==> src/rtl/assert_macros.svh <==
// Assertion helpers included by the RTL top module.
`ifndef ASSERT_MACROS_SVH
`define ASSERT_MACROS_SVH

// Concurrent check sampled on clk and switched off while reset is asserted.
`define ASSERT_CLK(label, prop, msg) \
	label: assert property (@(posedge clk) disable iff (!arst_n) (prop)) else $error(msg);

// Concurrent check that a condition never holds.
`define ASSERT_NEVER(label, cond, msg) \
	`ASSERT_CLK(label, !(cond), msg)

`endif

==> src/rtl/dfm_pkg.sv <==
package dfm_pkg;

	// Field widths.
	localparam int VOLT_W      = 16;
	localparam int TEMP_W      = 16;
	localparam int SPEED_W     = 16;
	localparam int CUR_W       = 16;
	localparam int SQ_W        = 32;
	localparam int LIMIT_W     = 39;
	localparam int ACC_W       = 40;
	localparam int NUM_FAULTS  = 9;
	localparam int NUM_CHECKS  = 7;
	localparam int CFG_IDX_W   = 3;
	localparam int CFG_DATA_W  = 39;

	// Default parameter values.
	localparam int DEF_DC_COUNT       = 10;
	localparam int DEF_TEMP_COUNT     = 100;
	localparam int DEF_RPM_COUNT      = 10;
	localparam int DEF_RPM_LIMIT      = 3000;
	localparam int DEF_CLEARABLE_MASK = 511;

	// Register reset values.
	localparam logic [VOLT_W-1:0]         RST_DC_UPPER   = 16'd4000;
	localparam logic [VOLT_W-1:0]         RST_DC_LOWER   = 16'd1000;
	localparam logic signed [TEMP_W-1:0]  RST_DEV_UPPER  = 16'sd900;
	localparam logic signed [TEMP_W-1:0]  RST_DEV_LOWER  = -16'sd200;
	localparam logic signed [TEMP_W-1:0]  RST_DSP_UPPER  = 16'sd850;
	localparam logic signed [TEMP_W-1:0]  RST_DSP_LOWER  = -16'sd200;
	localparam logic [SQ_W-1:0]           RST_CONT_SQ    = '0;
	localparam logic [LIMIT_W-1:0]        RST_OVL_LIMIT  = '1;

	// Configuration register indexes.
	typedef enum logic [CFG_IDX_W-1:0] {
		REG_DC_UPPER   = 3'd0,
		REG_DC_LOWER   = 3'd1,
		REG_DEV_UPPER  = 3'd2,
		REG_DEV_LOWER  = 3'd3,
		REG_DSP_UPPER  = 3'd4,
		REG_DSP_LOWER  = 3'd5,
		REG_CONT_SQ    = 3'd6,
		REG_OVL_LIMIT  = 3'd7
	} cfg_reg_t;

	// Request types.
	typedef enum logic {
		REQ_CHECK = 1'b0,
		REQ_CLEAR = 1'b1
	} req_type_t;

	// Fault bit positions.
	localparam int FB_OV       = 0;
	localparam int FB_UV       = 1;
	localparam int FB_DEV_HOT  = 2;
	localparam int FB_DEV_COLD = 3;
	localparam int FB_DSP_HOT  = 4;
	localparam int FB_DSP_COLD = 5;
	localparam int FB_RPM      = 6;
	localparam int FB_OVERLOAD = 7;
	localparam int FB_PHASE    = 8;

	typedef logic [NUM_FAULTS-1:0] fault_t;

endpackage

==> src/rtl/dfm_chk_if.sv <==
interface dfm_chk_if import dfm_pkg::*; ();
	logic                       valid;
	logic                       ready;
	logic                       req_type;
	logic [VOLT_W-1:0]          dc_link;
	logic signed [TEMP_W-1:0]   pwr_temp;
	logic signed [TEMP_W-1:0]   ctrl_temp;
	logic signed [SPEED_W-1:0]  speed_ref;
	logic signed [CUR_W-1:0]    current_a;
	logic signed [CUR_W-1:0]    current_b;
	logic                       phase_found;

	modport source (
		output valid, req_type, dc_link, pwr_temp, ctrl_temp, speed_ref,
			current_a, current_b, phase_found,
		input  ready
	);
	modport sink (
		input  valid, req_type, dc_link, pwr_temp, ctrl_temp, speed_ref,
			current_a, current_b, phase_found,
		output ready
	);
endinterface

==> src/rtl/dfm_res_if.sv <==
interface dfm_res_if import dfm_pkg::*; ();
	logic                   valid;
	logic                   ready;
	logic [NUM_FAULTS-1:0]  fault_flags;
	logic                   servo_disable;

	modport source (output valid, fault_flags, servo_disable, input ready);
	modport sink (input valid, fault_flags, servo_disable, output ready);
endinterface

==> src/rtl/dfm_cfg_if.sv <==
interface dfm_cfg_if import dfm_pkg::*; ();
	logic                   valid;
	logic                   ready;
	logic [CFG_IDX_W-1:0]   index;
	logic [CFG_DATA_W-1:0]  data;

	modport source (output valid, index, data, input ready);
	modport sink (input valid, index, data, output ready);
endinterface

==> src/rtl/drive_fault_monitor_top.sv <==
// Drive fault monitor.
// The chk channel takes one request per control period: a periodic check with
// DC link voltage, two temperatures, commanded speed, two phase currents and the
// phase-found flag, or a clear request that masks the resettable faults.
// The res channel returns exactly one result per request: the nine fault flags
// after that request and the servo disable request.
// The cfg channel writes the eight limit registers and is always ready; the user
// writes it only while no request is in flight, which the block does not enforce.
// A request passes stage 1, stage 2 and the result register before its result
// is valid. A request can be accepted in every cycle while the receiver keeps up;
// the debounce counters and the overload accumulator close their loop within the
// commit stage, which allows that rate. The stages hold valid bits, so a stalled
// receiver only stops the stages behind a full one: up to two more requests are
// accepted while a result waits. Reset loads the register defaults, clears
// counters, accumulator and faults, and empties the pipeline.
module drive_fault_monitor_top import dfm_pkg::*; #(
	parameter int DC_COUNT       = DEF_DC_COUNT,
	parameter int TEMP_COUNT     = DEF_TEMP_COUNT,
	parameter int RPM_COUNT      = DEF_RPM_COUNT,
	parameter int RPM_LIMIT      = DEF_RPM_LIMIT,
	parameter int CLEARABLE_MASK = DEF_CLEARABLE_MASK
) (
	input logic        clk,
	input logic        arst_n,
	dfm_chk_if.sink    chk,
	dfm_res_if.source  res,
	dfm_cfg_if.sink    cfg
);

`include "assert_macros.svh"

	localparam logic signed [SPEED_W-1:0] RPM_POS = SPEED_W'(RPM_LIMIT);
	localparam logic signed [SPEED_W-1:0] RPM_NEG = -RPM_POS;
	localparam fault_t CLR_MASK = NUM_FAULTS'(CLEARABLE_MASK);

	// Configuration registers.
	logic [VOLT_W-1:0]         dc_upper_q, dc_lower_q;
	logic signed [TEMP_W-1:0]  dev_upper_q, dev_lower_q, dsp_upper_q, dsp_lower_q;
	logic [SQ_W-1:0]           cont_sq_q;
	logic [LIMIT_W-1:0]        ovl_limit_q;

	assign cfg.ready = 1'b1;

	always_ff @(posedge clk or negedge arst_n) begin
		if (!arst_n) begin
			dc_upper_q  <= RST_DC_UPPER;
			dc_lower_q  <= RST_DC_LOWER;
			dev_upper_q <= RST_DEV_UPPER;
			dev_lower_q <= RST_DEV_LOWER;
			dsp_upper_q <= RST_DSP_UPPER;
			dsp_lower_q <= RST_DSP_LOWER;
			cont_sq_q   <= RST_CONT_SQ;
			ovl_limit_q <= RST_OVL_LIMIT;
		end else if (cfg.valid) begin
			unique case (cfg_reg_t'(cfg.index))
				REG_DC_UPPER:  dc_upper_q  <= cfg.data[VOLT_W-1:0];
				REG_DC_LOWER:  dc_lower_q  <= cfg.data[VOLT_W-1:0];
				REG_DEV_UPPER: dev_upper_q <= cfg.data[TEMP_W-1:0];
				REG_DEV_LOWER: dev_lower_q <= cfg.data[TEMP_W-1:0];
				REG_DSP_UPPER: dsp_upper_q <= cfg.data[TEMP_W-1:0];
				REG_DSP_LOWER: dsp_lower_q <= cfg.data[TEMP_W-1:0];
				REG_CONT_SQ:   cont_sq_q   <= cfg.data[SQ_W-1:0];
				REG_OVL_LIMIT: ovl_limit_q <= cfg.data[LIMIT_W-1:0];
				default: ;
			endcase
		end
	end

	// Stage handshake: each stage moves when the one ahead has room.
	logic v_s1, v_s2, out_v_q;
	logic rdy_out, rdy_s2, rdy_s1;
	logic commit;

	assign rdy_out   = !out_v_q || res.ready;
	assign rdy_s2    = !v_s2 || rdy_out;
	assign rdy_s1    = !v_s1 || rdy_s2;
	assign chk.ready = rdy_s1;
	assign commit    = v_s2 && rdy_out;

	always_ff @(posedge clk or negedge arst_n) begin
		if (!arst_n) begin
			v_s1    <= 1'b0;
			v_s2    <= 1'b0;
			out_v_q <= 1'b0;
		end else begin
			if (rdy_s1) v_s1 <= chk.valid;
			if (rdy_s2) v_s2 <= v_s1;
			if (rdy_out) out_v_q <= v_s2;
		end
	end

	// Stage 1: capture the request.
	logic                       req_s1, found_s1;
	logic [VOLT_W-1:0]          dc_s1;
	logic signed [TEMP_W-1:0]   dev_s1, dsp_s1;
	logic signed [SPEED_W-1:0]  spd_s1;
	logic signed [CUR_W-1:0]    ia_s1, ib_s1;

	always_ff @(posedge clk) begin
		if (rdy_s1 && chk.valid) begin
			req_s1   <= chk.req_type;
			found_s1 <= chk.phase_found;
			dc_s1    <= chk.dc_link;
			dev_s1   <= chk.pwr_temp;
			dsp_s1   <= chk.ctrl_temp;
			spd_s1   <= chk.speed_ref;
			ia_s1    <= chk.current_a;
			ib_s1    <= chk.current_b;
		end
	end

	// Stage 2: limit compares and the squared current magnitude.
	logic [NUM_CHECKS-1:0]  exc_c;
	logic signed [2*CUR_W-1:0] sqa_c, sqb_c;
	logic [SQ_W-1:0]        sq_c;

	always_comb begin
		exc_c[FB_OV]       = dc_s1 > dc_upper_q;
		exc_c[FB_UV]       = dc_s1 < dc_lower_q;
		exc_c[FB_DEV_HOT]  = dev_s1 > dev_upper_q;
		exc_c[FB_DEV_COLD] = dev_s1 < dev_lower_q;
		exc_c[FB_DSP_HOT]  = dsp_s1 > dsp_upper_q;
		exc_c[FB_DSP_COLD] = dsp_s1 < dsp_lower_q;
		exc_c[FB_RPM]      = (spd_s1 > RPM_POS) || (spd_s1 < RPM_NEG);
		sqa_c = ia_s1 * ia_s1;
		sqb_c = ib_s1 * ib_s1;
		sq_c  = SQ_W'($unsigned(sqa_c)) + SQ_W'($unsigned(sqb_c));
	end

	logic                   req_s2, found_s2;
	logic [NUM_CHECKS-1:0]  exc_s2;
	logic [SQ_W-1:0]        sq_s2;

	always_ff @(posedge clk) begin
		if (rdy_s2 && v_s1) begin
			req_s2   <= req_s1;
			found_s2 <= found_s1;
			exc_s2   <= exc_c;
			sq_s2    <= sq_c;
		end
	end

	// Commit stage: debounce counters, one per limit check.
	logic [NUM_CHECKS-1:0] hit_c;
	logic check_commit;

	assign check_commit = commit && (req_type_t'(req_s2) == REQ_CHECK);

	for (genvar i = 0; i < NUM_CHECKS; i++) begin : g_deb
		localparam int LIM = (i <= FB_UV) ? DC_COUNT :
			(i <= FB_DSP_COLD) ? TEMP_COUNT : RPM_COUNT;
		localparam int CW = $clog2(LIM + 1);

		logic [CW-1:0] cnt_q, cnt_d;

		always_comb begin
			if (!exc_s2[i]) begin
				cnt_d = '0;
			end else if (cnt_q == CW'(LIM)) begin
				cnt_d = cnt_q;
			end else begin
				cnt_d = cnt_q + CW'(1);
			end
		end

		assign hit_c[i] = (cnt_d == CW'(LIM));

		always_ff @(posedge clk or negedge arst_n) begin
			if (!arst_n) begin
				cnt_q <= '0;
			end else if (check_commit) begin
				cnt_q <= cnt_d;
			end
		end
	end

	// Overload accumulator: add the squared current less the rating, clamp at
	// zero and at full scale, and clear on a trip.
	logic [ACC_W-1:0]  acc_q, acc_sat, acc_d;
	logic [ACC_W:0]    acc_sum;
	logic [ACC_W+1:0]  acc_diff;
	logic              ovl_c;

	always_comb begin
		acc_sum  = {1'b0, acc_q} + (ACC_W+1)'(sq_s2);
		acc_diff = {1'b0, acc_sum} - (ACC_W+2)'(cont_sq_q);
		if (acc_diff[ACC_W+1]) begin
			acc_sat = '0;
		end else if (acc_diff[ACC_W]) begin
			acc_sat = '1;
		end else begin
			acc_sat = acc_diff[ACC_W-1:0];
		end
		ovl_c = acc_sat > ACC_W'(ovl_limit_q);
		acc_d = ovl_c ? '0 : acc_sat;
	end

	always_ff @(posedge clk or negedge arst_n) begin
		if (!arst_n) begin
			acc_q <= '0;
		end else if (check_commit) begin
			acc_q <= acc_d;
		end
	end

	// Sticky fault bits and the disable request.
	fault_t fault_q, fault_d;
	logic   disable_d;

	always_comb begin
		fault_d   = fault_q;
		disable_d = 1'b0;
		if (req_type_t'(req_s2) == REQ_CLEAR) begin
			fault_d = fault_q & CLR_MASK;
		end else begin
			fault_d = fault_q | NUM_FAULTS'(hit_c);
			fault_d[FB_OVERLOAD] = fault_q[FB_OVERLOAD] | ovl_c;
			if ((fault_d != '0) && !found_s2) begin
				fault_d[FB_PHASE] = 1'b1;
				disable_d = 1'b1;
			end
		end
	end

	always_ff @(posedge clk or negedge arst_n) begin
		if (!arst_n) begin
			fault_q <= '0;
		end else if (commit) begin
			fault_q <= fault_d;
		end
	end

	// Result register.
	fault_t flags_q;
	logic   servo_q;

	always_ff @(posedge clk) begin
		if (commit) begin
			flags_q <= fault_d;
			servo_q <= disable_d;
		end
	end

	assign res.valid         = out_v_q;
	assign res.fault_flags   = flags_q;
	assign res.servo_disable = servo_q;

	// A disable request always comes with the phase-finding fault.
	`ASSERT_NEVER(a_disable_has_phase, res.valid && res.servo_disable && !res.fault_flags[FB_PHASE], "servo disable without phase fault")
	// A periodic check never drops a fault bit.
	`ASSERT_CLK(a_faults_sticky, check_commit |=> ((fault_q & $past(fault_q)) == $past(fault_q)), "fault bit lost on check")
	// After a check the accumulator never sits above the trip level.
	`ASSERT_CLK(a_acc_bounded, check_commit |=> (acc_q <= ACC_W'(ovl_limit_q)), "accumulator above trip level")
	// The result register mirrors the fault state it was loaded from.
	`ASSERT_CLK(a_result_matches, commit |=> (res.fault_flags == fault_q), "result differs from fault state")

endmodule

==> src/flat_wrapper.sv <==
// flat-port wrapper written by rule: the top's interface ports become plain ports
module drive_fault_monitor_top_flat import dfm_pkg::*;
#(
	parameter int DC_COUNT       = DEF_DC_COUNT,
	parameter int TEMP_COUNT     = DEF_TEMP_COUNT,
	parameter int RPM_COUNT      = DEF_RPM_COUNT,
	parameter int RPM_LIMIT      = DEF_RPM_LIMIT,
	parameter int CLEARABLE_MASK = DEF_CLEARABLE_MASK
)
  (clk, arst_n, chk_valid, chk_req_type, chk_dc_link, chk_pwr_temp, chk_ctrl_temp, chk_speed_ref, chk_current_a, chk_current_b, chk_phase_found, chk_ready, res_valid, res_fault_flags, res_servo_disable, res_ready, cfg_valid, cfg_index, cfg_data, cfg_ready);
  dfm_chk_if chk_i ();
  dfm_res_if res_i ();
  dfm_cfg_if cfg_i ();
  input logic clk;
  input logic arst_n;
  input wire logic [$bits(chk_i.valid)-1:0] chk_valid;
  input wire logic [$bits(chk_i.req_type)-1:0] chk_req_type;
  input wire logic [$bits(chk_i.dc_link)-1:0] chk_dc_link;
  input wire logic [$bits(chk_i.pwr_temp)-1:0] chk_pwr_temp;
  input wire logic [$bits(chk_i.ctrl_temp)-1:0] chk_ctrl_temp;
  input wire logic [$bits(chk_i.speed_ref)-1:0] chk_speed_ref;
  input wire logic [$bits(chk_i.current_a)-1:0] chk_current_a;
  input wire logic [$bits(chk_i.current_b)-1:0] chk_current_b;
  input wire logic [$bits(chk_i.phase_found)-1:0] chk_phase_found;
  output wire logic [$bits(chk_i.ready)-1:0] chk_ready;
  output wire logic [$bits(res_i.valid)-1:0] res_valid;
  output wire logic [$bits(res_i.fault_flags)-1:0] res_fault_flags;
  output wire logic [$bits(res_i.servo_disable)-1:0] res_servo_disable;
  input wire logic [$bits(res_i.ready)-1:0] res_ready;
  input wire logic [$bits(cfg_i.valid)-1:0] cfg_valid;
  input wire logic [$bits(cfg_i.index)-1:0] cfg_index;
  input wire logic [$bits(cfg_i.data)-1:0] cfg_data;
  output wire logic [$bits(cfg_i.ready)-1:0] cfg_ready;
  assign chk_i.valid = chk_valid;
  assign chk_i.req_type = chk_req_type;
  assign chk_i.dc_link = chk_dc_link;
  assign chk_i.pwr_temp = chk_pwr_temp;
  assign chk_i.ctrl_temp = chk_ctrl_temp;
  assign chk_i.speed_ref = chk_speed_ref;
  assign chk_i.current_a = chk_current_a;
  assign chk_i.current_b = chk_current_b;
  assign chk_i.phase_found = chk_phase_found;
  assign chk_ready = chk_i.ready;
  assign res_valid = res_i.valid;
  assign res_fault_flags = res_i.fault_flags;
  assign res_servo_disable = res_i.servo_disable;
  assign res_i.ready = res_ready;
  assign cfg_i.valid = cfg_valid;
  assign cfg_i.index = cfg_index;
  assign cfg_i.data = cfg_data;
  assign cfg_ready = cfg_i.ready;
  drive_fault_monitor_top #(.DC_COUNT(DC_COUNT), .TEMP_COUNT(TEMP_COUNT), .RPM_COUNT(RPM_COUNT), .RPM_LIMIT(RPM_LIMIT), .CLEARABLE_MASK(CLEARABLE_MASK)) u_core (.clk(clk), .arst_n(arst_n), .chk(chk_i), .res(res_i), .cfg(cfg_i));
endmodule
==> config.mk <==
export PLATFORM = sky130hd
export DESIGN_NAME = drive_fault_monitor_top_flat
export DESIGN_NICKNAME = d
export VERILOG_FILES = /design/src/rtl/dfm_pkg.sv /design/src/rtl/dfm_chk_if.sv /design/src/rtl/dfm_res_if.sv /design/src/rtl/dfm_cfg_if.sv /design/src/rtl/drive_fault_monitor_top.sv /design/src/flat_wrapper.sv
export VERILOG_INCLUDE_DIRS = /design/src /design/src/rtl
export SDC_FILE = /design/constraint.sdc
export NUM_CORES = 2
export LEC_CHECK = 0
export BUFFER_PORTS_ARGS = -buffer_cell sky130_fd_sc_hd__buf_2
export CORE_MARGIN = 10
export CORE_UTILIZATION = 40
export CTS_BUF_LIST = sky130_fd_sc_hd__clkbuf_4
export DETAILED_ROUTE_END_ITERATION = 7
export RECOVER_POWER = 50
export SLEW_MARGIN = 20
export SYNTH_ARGS = -nofsm -noshare
export SYNTH_HDL_FRONTEND = slang
export SYNTH_SLANG_ARGS = --single-unit
export TNS_END_PERCENT = 20
==> constraint.sdc <==
create_clock -name clk -period 13.7 [get_ports clk]
set_input_delay 1.37 -clock clk [delete_from_list [all_inputs] [get_ports clk]]
set_output_delay 1.37 -clock clk [all_outputs]
set_load 0.01 [all_outputs]
==> metrics.yaml <==
drt:
  avgRoutedWirePerCell_um: 17.1
  met2_length_mm: 42.9
  drt-total-wl_mm: 93.3
  viasPerCell: 4.86
  drcViolationCount: 0
  ant_nets: 0
  wl_met1_mm: 41.5
  vias: 26600
  firstDrtPassIters: 5
  top_layer: "met5"
  drtIter0Drc: 1639
  wl_met3_mm: 6.27
global_route:
  grt_max_degree: 157
  first_global_vias: 28400
  grt_first_pass_wirelength_mm: 153
  antenna_found_initial: 7
  grt_overflow: 0
  track_usage: 0.171
die:
  num_rows: 115
  die-height_um: 335
  ioPinCount: 158
  start_util: 0.403
  die-area_mm2: 0.112
  die_x_um: 335
  core-area_mm2: 0.0984
sta:
  min_period_ns: 8.88
  worst_pin_slew_ns: 5.93
  final-setup-viol-count: 0
  worst_hold_slack_ns: 0.421
  hold_violations: 0
  fin_worst_skew_ns: 0.148
  finalSetupTns_ns: 0
  period_share: 0.648
  fmax_mhz: 113
  relSlewSlack: -2.96
  rsz0062_at_grt: "no"
  drv_slew: 307
clock_network:
  clk_pin_slew_ns: 0.09
  post_cts_buffers: 0
  cts.path.max_buffers: 3
  cts_resized: 0
  cts_max_level: 3
  hold_buffers: 0
  numCtsBuffers: 119
  cts_tree: "yes"
  clk_latency_ns: 1.01
  cts_sinks: 408
  cts-root-buf: "clkbuf_4"
critical_path:
  timing.rr.start: "u_core.ib_s1[0]"
  critPathRequiredTime_ns: 14.35
  cp_num_buf_inv: 3
  ff2ff_setup_slack_ns: 4.82
  max_stage_delay_ns: 0.77
  cp.arrival_ns: 9.53
  crit_path_end_kind: "register"
  start_kind: "register"
  critical_path.cell_chain: "nand2_1 > fa_1 > inv_1 > fa_1 > inv_1 > fa_1 > fa_1 > fa_1 > fa_1 > fa_1 > inv_1 > fa_1 > ha_1 > a21o_1 > a21o_1 > a21o_1 > a221o_1 > a31oi_1 > o311ai_1 > o41ai_1 > o21bai_1 > a21oi_1 > xnor2_1"
  cp_num_cells: 23
  crit_end: "u_core.sq_s2[30]"
  crit_type: "reg2reg"
  crit_start: "u_core.ib_s1[0]"
  r2r_end: "u_core.sq_s2[30]"
  worst-path-max-fanout: 21
  cpLargestDelayFamily: "adder cells"
  cp_common_cell: "fa_1"
  slowest_stage: "edfxtp_1"
  reg2regPathDepth: 23
yosys:
  synth_top_area_cell: "fa_1"
  synth_top_area_frac: 0.280
  yosysWarnings: 0
  yosysMostFrequentCell: "inv_1"
  synth_async_sr_flop_share: 0.635
  netlist_area_mm2: 0.0396
  synth.avg_cell_area_um2: 10.2
  yosys.area_share.adder: 0.386
  synth-compound-area-share: 0.0824
  synth_edf_count: 149
  synth.area.mux_share: 0.0332
  yosys.cell_types.count: 84
  synth_area_leaders: "fa_1 (28%), edfxtp_1 (11%), dfrtp_1 (11%)"
  ys_seq_area_frac: 0.279
  synthTopCellsByCount: "inv_1 (886), fa_1 (554), nand2_1 (336), ha_1 (334), dfrtp_1 (177)"
  synth_xor_area_frac: 0.0243
  synth_top_family_by_area: "adder cells"
  yosys.area_share.simple: 0.102
  netlist_instances: 3870
  syn_nets: 4903
  synthFlopType: "dfrtp_1"
  ys_ff_latch: 408
cells_and_area:
  layout-drive-gt1-share: 0.140
  utilization: 0.441
  syn2layout_area_growth_pct: 9.58
  fillers: 9550
  design_area_mm2: 0.0434
  fin_nets: 5100
placed_design:
  dp_hpwl_mm: 73.3
  dpl_cell_area_mm2: 0.0418
  gp_congestion: 0.896
  io_buffers: 156
min_path:
  hold_depth: 0
  hold_path.class: "reg2reg"
run_status:
  outcome: "finished, violations left"
  violations: "max-capacitance violations, max-slew violations"
job:
  maxCapViolations: 6
sequential cells by signal, summed over array words and instances (netlist names), 32 cells and up:
| signal | cells |
|---|---|
| u_core.ovl_limit_q | 39 |
| u_core.acc_q | 40 |
| u_core.g_deb.cnt_q | 40 |
| u_core.cont_sq_q | 32 |
| u_core.sq_s2 | 32 |
stage by stage:
step                setup WS (ns)  cells
detailed placement           4.94   5233
CTS                          4.78   5458
finish                       4.82   5464
floorplan                    5.85   3870
global route                 4.39   5462
global placement             5.06   5233
layout by cell type, fill, tap and decap left out, types with 115 or more instances in the layout:
cell type	instances
mux2_2	115
fa_1	554
nand2_1	335
nor2_1	168
dfrtp_1	177
a21oi_1	116
buf_2	137
ha_1	334
o21ai_0	161
inv_1	886
edfxtp_1	149
clkbuf_4	188
layout make-up:
type / count / area, µm² / area share
multi-input cells: 2476 / 24900 / 0.573
flip-flops and latches: 408 / 11100 / 0.255
inverters: 888 / 3330 / 0.0767
well taps: 1287 / 1610 / 0.0371
clock buffers: 188 / 1410 / 0.0325
repair buffers: 174 / 878 / 0.0202
clock inverters: 37 / 244 / 0.00562
diodes: 6 / 15.0 / 0.000346
worst reg2reg max path, cell delays in order, from the launching register on:
cell and delay, ns:
edfxtp_1 0.77, nand2_1 0.66, fa_1 0.72, inv_1 0.05, fa_1 0.49, inv_1 0.06, fa_1 0.61, fa_1 0.45
fa_1 0.48, fa_1 0.53, fa_1 0.55, inv_1 0.06, fa_1 0.48, ha_1 0.38, a21o_1 0.20, a21o_1 0.17
a21o_1 0.20, a221o_1 0.35, a31oi_1 0.30, o311ai_1 0.20, o41ai_1 0.43, o21bai_1 0.11, a21oi_1 0.19, xnor2_1 0.08
worst min path at each step:
| stage | from | to |
|---|---|---|
| floorplan | u_core.found_s1 | u_core.found_s2 |
| global placement | u_core.found_s1 | u_core.found_s2 |
| detailed placement | u_core.found_s1 | u_core.found_s2 |
| CTS | arst_n | u_core.dev_lower_q[2] |
| global route | u_core.found_s1 | u_core.found_s2 |
| finish | u_core.found_s1 | u_core.found_s2 |
metal layers:
layer,track usage,vias to the layer above
li1,-,12700
met1,0.226,13000
met2,0.275,656
met3,0.0391,177
met4,0.0527,2
met5,0,-
cell families (layout without fill, tap and decap cells):
kind of cell / after synthesis / count (layout)
AND/OR/NAND/NOR: 851 / 851
buffers and inverters: 986 / 1287
AO/OA/AOI/OAI: 510 / 510
other: 1 / 7
adder cells (fa/ha/maj): 889 / 889
XOR/XNOR: 108 / 108
flip-flops: 408 / 408
multiplexers: 117 / 117
Power is not shown: default switching activity piles up to over one toggle a cycle in this logic, so the estimate is an artifact.
